**src/rtl/core/cilp_pkg.sv**
```systemverilog
package cilp_pkg;

  // Width of the running accumulator; the result port is always 32 bits.
  localparam int VALUE_WIDTH = 32;

  // Character codes used by the parser.
  localparam logic [7:0] CH_ZERO    = 8'h30;  // '0'
  localparam logic [7:0] CH_SEVEN   = 8'h37;  // '7'
  localparam logic [7:0] CH_NINE    = 8'h39;  // '9'
  localparam logic [7:0] CH_LOWER_A = 8'h61;  // 'a'
  localparam logic [7:0] CH_LOWER_F = 8'h66;  // 'f'
  localparam logic [7:0] CH_UPPER_A = 8'h41;  // 'A'
  localparam logic [7:0] CH_UPPER_F = 8'h46;  // 'F'
  localparam logic [7:0] CH_LOWER_X = 8'h78;  // 'x'
  localparam logic [7:0] CH_UPPER_X = 8'h58;  // 'X'

  // Letter digits start at ten.
  localparam logic [3:0] HEX_LETTER_BASE = 4'd10;

  // Classification of one byte.
  typedef struct packed {
    logic       is_dec;
    logic       is_oct;
    logic       is_hex;
    logic       is_x;
    logic [3:0] digit;
  } cilp_char_t;

endpackage

```
**src/rtl/core/cilp_char_class.sv**
```systemverilog
module cilp_char_class (
  input  logic [7:0]          ch,
  output cilp_pkg::cilp_char_t cls
);
  import cilp_pkg::*;

  logic is_dec;
  logic is_lower;
  logic is_upper;

  // Range checks on the byte.
  assign is_dec   = (ch >= CH_ZERO) && (ch <= CH_NINE);
  assign is_lower = (ch >= CH_LOWER_A) && (ch <= CH_LOWER_F);
  assign is_upper = (ch >= CH_UPPER_A) && (ch <= CH_UPPER_F);

  // Flags and the digit value, which is the hex value for any hex digit.
  always_comb begin
    cls.is_dec = is_dec;
    cls.is_oct = (ch >= CH_ZERO) && (ch <= CH_SEVEN);
    cls.is_hex = is_dec || is_lower || is_upper;
    cls.is_x   = (ch == CH_LOWER_X) || (ch == CH_UPPER_X);
    priority if (is_lower) begin
      cls.digit = 4'(ch - CH_LOWER_A) + HEX_LETTER_BASE;
    end else if (is_upper) begin
      cls.digit = 4'(ch - CH_UPPER_A) + HEX_LETTER_BASE;
    end else begin
      cls.digit = 4'(ch - CH_ZERO);
    end
  end

endmodule

```
**src/rtl/core/cilp_engine.sv**
```systemverilog
module cilp_engine (
  input  logic                 clk,
  input  logic                 rst,
  input  logic                 item_valid,
  input  logic                 item_first,
  input  cilp_pkg::cilp_char_t cls,
  output logic                 take,
  output logic                 out_valid,
  input  logic                 out_ready,
  output logic signed [31:0]   value
);
  import cilp_pkg::*;

  typedef enum logic [2:0] {
    PH_IDLE,
    PH_ZERO,
    PH_OCT,
    PH_HEX,
    PH_DEC
  } phase_t;

  phase_t                   phase, phase_next;
  logic [VALUE_WIDTH-1:0]   accum, accum_next;
  logic                     emit;
  logic [31:0]              result;
  logic [VALUE_WIDTH-1:0]   digit_ext;
  logic [VALUE_WIDTH-1:0]   acc_x8;
  logic [VALUE_WIDTH-1:0]   acc_x10;
  logic [VALUE_WIDTH-1:0]   acc_x16;

  // Constant multiplies are shifts and one add.
  assign digit_ext = VALUE_WIDTH'(cls.digit);
  assign acc_x8    = accum << 3;
  assign acc_x16   = accum << 4;
  assign acc_x10   = (accum << 3) + (accum << 1);

  // Next state and whether this byte ends the number.
  always_comb begin
    phase_next = phase;
    accum_next = accum;
    emit       = 1'b0;
    result     = 32'(signed'(accum));
    if (item_first) begin
      accum_next = '0;
      result     = '0;
      if (!cls.is_dec) begin
        emit       = 1'b1;
        phase_next = PH_IDLE;
      end else if (cls.digit == 4'd0) begin
        phase_next = PH_ZERO;
      end else begin
        phase_next = PH_DEC;
        accum_next = digit_ext;
      end
    end else begin
      unique case (phase)
        PH_ZERO: begin
          if (cls.is_oct) begin
            phase_next = PH_OCT;
            accum_next = acc_x8 + digit_ext;
          end else if (cls.is_x) begin
            phase_next = PH_HEX;
          end else begin
            emit = 1'b1;
          end
        end
        PH_OCT: begin
          if (cls.is_oct) accum_next = acc_x8 + digit_ext;
          else emit = 1'b1;
        end
        PH_HEX: begin
          if (cls.is_hex) accum_next = acc_x16 + digit_ext;
          else emit = 1'b1;
        end
        PH_DEC: begin
          if (cls.is_dec) accum_next = acc_x10 + digit_ext;
          else emit = 1'b1;
        end
        default: begin
          phase_next = PH_IDLE;
        end
      endcase
      if (emit) begin
        phase_next = PH_IDLE;
        accum_next = '0;
      end
    end
  end

  // A byte that emits waits for a free output slot; others always go.
  assign take = item_valid && (!emit || !out_valid || out_ready);

  // Parser state and the output register.
  always_ff @(posedge clk) begin
    if (rst) begin
      phase     <= PH_IDLE;
      accum     <= '0;
      out_valid <= 1'b0;
    end else begin
      if (take) begin
        phase <= phase_next;
        accum <= accum_next;
      end
      if (take && emit) begin
        out_valid <= 1'b1;
        value     <= result;
      end else if (out_ready) begin
        out_valid <= 1'b0;
      end
    end
  end

`ifndef SYNTHESIS
  // A taken byte that ends a number shows up on the output.
  a_emit_shows: assert property (@(posedge clk) disable iff (rst)
    take && emit |=> out_valid)
    else $error("emitted value did not reach the output register");

  // The accumulator is clear whenever no number is in progress.
  a_idle_clear: assert property (@(posedge clk) disable iff (rst)
    phase == PH_IDLE |-> accum == '0)
    else $error("accumulator not clear while idle");

  // A held result is never overwritten.
  a_no_overwrite: assert property (@(posedge clk) disable iff (rst)
    out_valid && !out_ready |-> !(take && emit))
    else $error("pending result overwritten");

  // A non-digit first byte yields zero.
  a_nondigit_zero: assert property (@(posedge clk) disable iff (rst)
    take && item_first && !cls.is_dec |=> out_valid && value == '0)
    else $error("non-digit first byte did not give zero");
`endif

endmodule

```
**src/rtl/core/c_integer_literal_parser.sv**
```systemverilog
// Channel  Handshake             Payload
// input    in_valid / in_ready   ch[7:0], first
// output   out_valid / out_ready value[31:0] (signed)
//
// One byte is accepted per cycle unless the input stalls; a result is held
// on the output once the byte that ends the number has passed the input
// register and then the parse stage, which registers the result.
// The parse stage updates its state and accumulator as it takes each byte.
// Reset returns the parser to idle with a zero accumulator, no result held.
// While a result waits, bytes that do not end a number still flow; a byte
// that would emit stalls the input until the output slot frees.
module c_integer_literal_parser (
  input  logic               clk,
  input  logic               rst,
  input  logic               in_valid,
  output logic               in_ready,
  input  logic [7:0]         ch,
  input  logic               first,
  output logic               out_valid,
  input  logic               out_ready,
  output logic signed [31:0] value
);
  import cilp_pkg::*;

  logic       stage_valid;
  logic [7:0] stage_ch;
  logic       stage_first;
  logic       take;
  cilp_char_t cls;

  // Input register refills when empty or when its byte moves on.
  assign in_ready = !stage_valid || take;

  always_ff @(posedge clk) begin
    if (rst) begin
      stage_valid <= 1'b0;
    end else if (in_ready) begin
      stage_valid <= in_valid;
      stage_ch    <= ch;
      stage_first <= first;
    end
  end

  // Byte classification.
  cilp_char_class u_class (
    .ch  (stage_ch),
    .cls (cls)
  );

  // Parse state, accumulator and result register.
  cilp_engine u_engine (
    .clk        (clk),
    .rst        (rst),
    .item_valid (stage_valid),
    .item_first (stage_first),
    .cls        (cls),
    .take       (take),
    .out_valid  (out_valid),
    .out_ready  (out_ready),
    .value      (value)
  );

endmodule
```
**config.mk**
```make
export PLATFORM = sky130hd
export DESIGN_NAME = c_integer_literal_parser
export DESIGN_NICKNAME = d
export VERILOG_FILES = /design/src/rtl/core/cilp_pkg.sv /design/src/rtl/core/cilp_char_class.sv /design/src/rtl/core/cilp_engine.sv /design/src/rtl/core/c_integer_literal_parser.sv
export SDC_FILE = /design/constraint.sdc
export NUM_CORES = 1
export LEC_CHECK = 0
export BUFFER_PORTS_ARGS = -buffer_cell sky130_fd_sc_hd__buf_4
export CAP_MARGIN = 20
export CORE_MARGIN = 10
export CORE_UTILIZATION = 64
export CTS_CLUSTER_DIAMETER = 150
export DETAILED_ROUTE_END_ITERATION = 7
export GPL_TIMING_DRIVEN = 0
export PLACE_DENSITY_LB_ADDON = 0.05
export SLEW_MARGIN = 20
export SYNTH_ARGS = -nofsm -noshare
export SYNTH_HDL_FRONTEND = slang
export SYNTH_SLANG_ARGS = --single-unit
```
**constraint.sdc**
```tcl
create_clock -name clk -period 9.8 [get_ports clk]
set_input_delay 1.96 -clock clk [delete_from_list [all_inputs] [get_ports clk]]
set_output_delay 1.96 -clock clk [all_outputs]
set_load 0.02 [all_outputs]
```
Word-level counts from Yosys, hierarchy flattened
Cells that the tools add are included.
{"block": "totals", "reg_bits": 78, "input_bits": 13, "output_inout_bits": 34, "elab_cells": 86}
{"block": "op_classes", "addsub": 9, "order_cmp": 7, "eq_ne": 11, "muxes": 27, "bitwise_logic": 1, "n_reduce_logical": 24}
{"op": "32-bit 2-to-1 mux", "count": 5}
{"op": "32-bit by 4-bit adder with 32-bit output", "count": 3}
{"op": "32-bit one-hot mux with 3 select lines", "count": 1}
{"op": "32-bit adder", "count": 1}
{"op": "3-bit 2-to-1 mux", "count": 6}
{"op": "8-bit by 7-bit equality test with 1-bit output (second input constant)", "count": 2}
{"op": "8-bit by 7-bit >= comparator with 1-bit output (second input constant)", "count": 2}
{"op": "8-bit by 6-bit <= comparator with 1-bit output (second input constant)", "count": 2}
{"op": "8-bit by 7-bit <= comparator with 1-bit output (second input constant)", "count": 2}
{"op": "4-bit 2-to-1 mux", "count": 4}
{"op": "4-bit by 1-bit subtractor with 4-bit output (second input constant)", "count": 3}
{"op": "1-bit 2-to-1 mux", "count": 9}
{"op": "4-bit adder (second input constant)", "count": 2}
{"op": "8-bit by 6-bit >= comparator with 1-bit output (second input constant)", "count": 1}
{"op": "4-bit by 3-bit inequality test with 1-bit output (second input constant)", "count": 2}
{"op": "3-bit by 2-bit equality test with 1-bit output (second input constant)", "count": 2}
{"op": "1-bit logical AND", "count": 6}
{"op": "1-bit logical OR", "count": 6}
{"op": "3-bit one-hot mux with 2 select lines", "count": 1}
{"op": "5-bit by 4-bit inequality test with 1-bit output (second input constant)", "count": 1}
{"op": "5-bit AND reduction", "count": 1}
{"op": "5-bit nonzero test", "count": 1}
{"op": "4-bit zero test", "count": 1}
{"op": "4-bit by 1-bit inequality test with 1-bit output (second input constant)", "count": 1}
{"op": "other kinds (11)", "count": 14}

Longest topological paths before layout
{"block": "logic_depth", "word_depth": 14, "ltp_mapped": 17, "depth_no_buf": 17}

By module
A second synthesis with hierarchy kept.
{"block": "hier_totals", "hier_cells": 765, "hier_area_um2": 6453.7}
{"module": "cilp_engine", "instances": 1, "cells_per_inst": 721, "area_per_inst_um2": 5868.1, "seq_area_each_um2": 1681.6}
{"module": "c_integer_literal_parser", "instances": 1, "cells_per_inst": 14, "area_per_inst_um2": 330.3, "seq_area_each_um2": 290.3}
{"module": "cilp_char_class", "instances": 1, "cells_per_inst": 30, "area_per_inst_um2": 255.2, "seq_area_each_um2": 0.0}

Worst setup path before layout
No wires, ideal clock.
{"block": "synth_timing", "path_type": "in2reg", "startpoint": "input port rst", "endpoint": "register u_engine.value[0], enable pin", "setup_time_ps": 461, "arrival_ps": 4608, "required_time_ps": 9339, "slack_ps": 4731, "stages": 3, "cell_sequence": "clkbuf_1 clkbuf_1 nor3_1"}
{"block": "synth_between", "elab_chain_cells": 2}
{"item": "from (decl)", "line": "c_integer_literal_parser.sv:14", "text": "input logic rst,"}
{"item": "1-bit inverter (no line)"}
{"item": "2-bit AND reduction (no line)"}
{"item": "to (signal assigned)", "line": "cilp_engine.sv:106", "text": "value <= result;"}
{"item": "to (decl)", "line": "cilp_engine.sv:10", "text": "output logic signed [31:0] value"}
Every way passes these cells.
A chain may end at the register's enable or synchronous reset.

Worst setup path after layout
{"block": "layout_timing", "startpoint": "register stage_ch[3]", "endpoint": "register u_engine.accum[21]"}
{"block": "layout_between", "elab_chain_cells": 13, "word_cells_on_any_way": 49, "classes_between": "add/sub: 8; order compare: 7; eq/ne: 5; mux: 16; reduce/logical: 13"}
{"item": "from (decl)", "line": "c_integer_literal_parser.sv:26", "text": "logic [7:0] stage_ch;"}
{"item": "from (signal assigned)", "line": "c_integer_literal_parser.sv:39", "text": "stage_ch <= ch;"}
{"item": "branches (longest 13 deep; another with 32-bit by 4-bit adder with 32-bit output)"}
{"item": "to (signal assigned)", "line": "cilp_engine.sv:102", "text": "accum <= accum_next;"}
{"item": "to (decl)", "line": "cilp_engine.sv:23", "text": "logic [VALUE_WIDTH-1:0] accum, accum_next;"}
Several ways; the timed one is not identified. The select of a mux whose other input is x is not followed.

==> results.toml <==
[status]
status = "finished clean"

[placed_design]
placed_cells = 935
dpl.hpwl_mm = 14.9
io_buffers = 45
dp_slack_ns = 5.00
place_congestion = 0.992

[sta]
period_minus_slack_ns = 4.92
clock.fmax_ghz = 0.203
final.setup.worst_slack_ns = 4.88
slew_viol_final = 0
period_share_pct = 50.2
timing.hold.ws_ns = 0.500
final.setup.tns_ns = 0
worstMarginPinSlew_ns = 0.825
clock_skew_ns = 0.0158
setup_viol = 0
relSlewSlack_pct = 44.8
rsz0062_at_grt = "no"
finalHoldViolations = 0

[setup_path]
path_class = "reg -> reg"
crit_chain = "nor4b_1 -> o21ai_1 -> nor2_1 -> nor2_1 -> inv_1 -> fa_1 -> ha_1 -> a211oi_1 -> nor2_1 -> a2111oi_1 -> or4_1 -> a31oi_1 -> xor2_1 -> a221o_1"
critPathBufInv = 1
start_kind = "flop"
cp_common_cell = "nor2_1"
crit_slowest_cell = "or4_1"
endpoint_kind = "flop"
cpLargestDelayFamily = "simple AND/OR/NAND/NOR gates"
cp_max_fo = 6
required_ns = 10.07
critPathMaxStageDelay_ns = 0.65
critical_path_arrival_ns = 5.19

[floorplan]
ios = 47
die_y_um = 121
initial_core_util_pct = 66.4
rows = 36
die_area_mm2 = 0.0147
die_x_um = 121
core_area_mm2 = 0.00986

[clock_network]
cts_hold_buffers = 0
clk_pin_slew_ns = 0.09
cts_resized = 0
cts_tree = "done"
cts_setup_buffers = 0
cts_buffers = 9
cts.sinks = 78
clock_latency_ns = 0.37
clock_path_buffers = 2
htree_levels = 3
root_buffer = "clkbuf_8"

[route]
ant_nets = 0
vias = 6532
vias_per_cell = 6.87
drc = 0
first_pass_iters = 6
drt-total-wl_mm = 20.0
dr.first_iter.drc_count = 994
wl_per_cell_um = 21.0

[global_routing]
grt_max_degree = 13
overflow = 0
grt_pass1_vias = 6200
grtUsageTotal_pct = 27.1
antenna_found_initial = 0
grt_pass1_wl_mm = 32.5

[synthesis]
syn-num-nets = 834
synth_cell_type_count = 83
netlist_area_mm2 = 0.00655
ys.flop_type = "edfxtp_1"
syn_inst = 755
synth_edf_count = 41
synth-seq-area-share_pct = 30.1
synth_top_area_cell = "edfxtp_1"
ys_ff_latch = 78
avgSynthCellArea_um2 = 8.67
yosysTopAreaCellShare_pct = 18.8
yosysWarnings = 0
synth_commonest_cells = "ha_1, nand2_1, a21oi_1"
synth_area_leaders = "edfxtp_1, ha_1, dfxtp_1, a21oi_1, nand2_1"
ys_async_sr_fraction_pct = 0

[cells_and_area]
syn2layout_area_growth_pct = 11.1
finish.utilization_pct = 73.8
fin_nets = 892
final-instance-count-excl-fill = 951
drive_gt1_share_pct = 12.3
n_antenna_cell = 0

[power]
swShare_pct = 23.2
p_sw_mw = 0.153
power.share.clock_pct = 40.0
powerDensity_mw_per_mm2 = 90.3
cell_internal_pwr_mw = 0.504
peakVddDrop_v = 0.0000632
leakagePower_nw = 3.05
seqPwrFrac_pct = 53.6
p_comb_share_pct = 6.4

[job]
cap_violations = 0

[worst_hold_path]
worstHoldPathType = "reg -> reg"
-- logic make-up (layout without fill, tap and decap cells) --
group	Yosys count	after routing	synth area share (%)
compound gates	248	248	26.1
xor+xnor	24	24	3.21
flops	78	78	30.1
fa+ha+maj	66	66	12.8
simple gates	270	270	21.9
mux	16	16	2.60
buf+inv	53	116	3.27
-- power by group through the flow --
stage	clock network [mW]	registers [mW]	logic (mW)
after CTS	0.258	0.352	0.0413
after global routing	0.271	0.353	0.0455
after global placement	0	0.359	0.0387
final	0.263	0.352	0.0419
after detailed placement	0	0.359	0.0410
after floorplan	0	0.361	0.0228
-- cell usage in the layout, fill, tap and decap left out, types with 7 or more instances in the layout --
cell type	instances
clkbuf_1	31
buf_2	11
o21ai_1	15
nand3_1	27
nand2_1	64
a221o_1	7
and2_1	8
xor2_1	8
nand4_1	7
dfxtp_1	37
ha_1	64
o211ai_1	13
clkbuf_8	9
nor2_1	52
a31oi_1	12
nor2b_1	35
buf_4	47
a211oi_1	17
nand2b_1	8
inv_1	10
a21oi_1	61
mux2i_1	11
a21o_1	21
nor3_1	19
xnor2_1	16
o21ai_0	28
edfxtp_1	41
and3_1	7
-- worst paths after layout --
path	from	endpoint	slack (ns)	depth (start not counted)
worst max-delay path	stage_ch[3]	u_engine.accum[21]	4.88	14
worst min-delay path	u_engine.accum[29]	u_engine.accum[29]	0.50	1
worst max register to register	stage_ch[3]	u_engine.accum[21]	4.88	14
worst min register to register	u_engine.accum[29]	u_engine.accum[29]	0.50	1
-- flip-flops by register name (all words and copies together) (netlist names) --
register and count:
stage_ch 8, u_engine.accum 32, stage_first 1, u_engine.value 32, u_engine.phase 3, u_engine.out_valid 1, stage_valid 1
-- per-stage QoR --
| step | total power, mW | cell area, um2 |
|---|---|---|
| 2_1_floorplan | 0.384 | 6550 |
| 3_3_place_gp | 0.398 | 7050 |
| 4_1_cts | 0.651 | 7280 |
| 5_1_grt | 0.669 | 7280 |
| 6_report | 0.657 | 7280 |
| 3_5_place_dp | 0.400 | 7070 |
-- routing by layer --
| metal | part of all wire, % | vias to the layer above | GRT usage (%) | wire length (um) |
|---|---|---|---|---|
| met3 | 11 | 62 | 7.63 | 2170 |
| met5 | 0 | - | 0 | 0 |
| met4 | 2.5 | 0 | 9.02 | 501 |
| met1 | 43 | 3050 | 36.5 | 8630 |
| met2 | 43 | 422 | 40.9 | 8680 |
| li1 | - | 2998 | - | - |
-- area by class of cell --
type | count | area [um2]
timing repair buffer | 47 | 353
sequential | 78 | 1970
fill | 779 | 2590
clock inverter | 5 | 73.8
inverter | 11 | 41.3
clock buffer | 11 | 131
multi-input combinational | 624 | 4370
tap | 133 | 166
buffer | 42 | 173
Power figures use the tool's default switching activity.
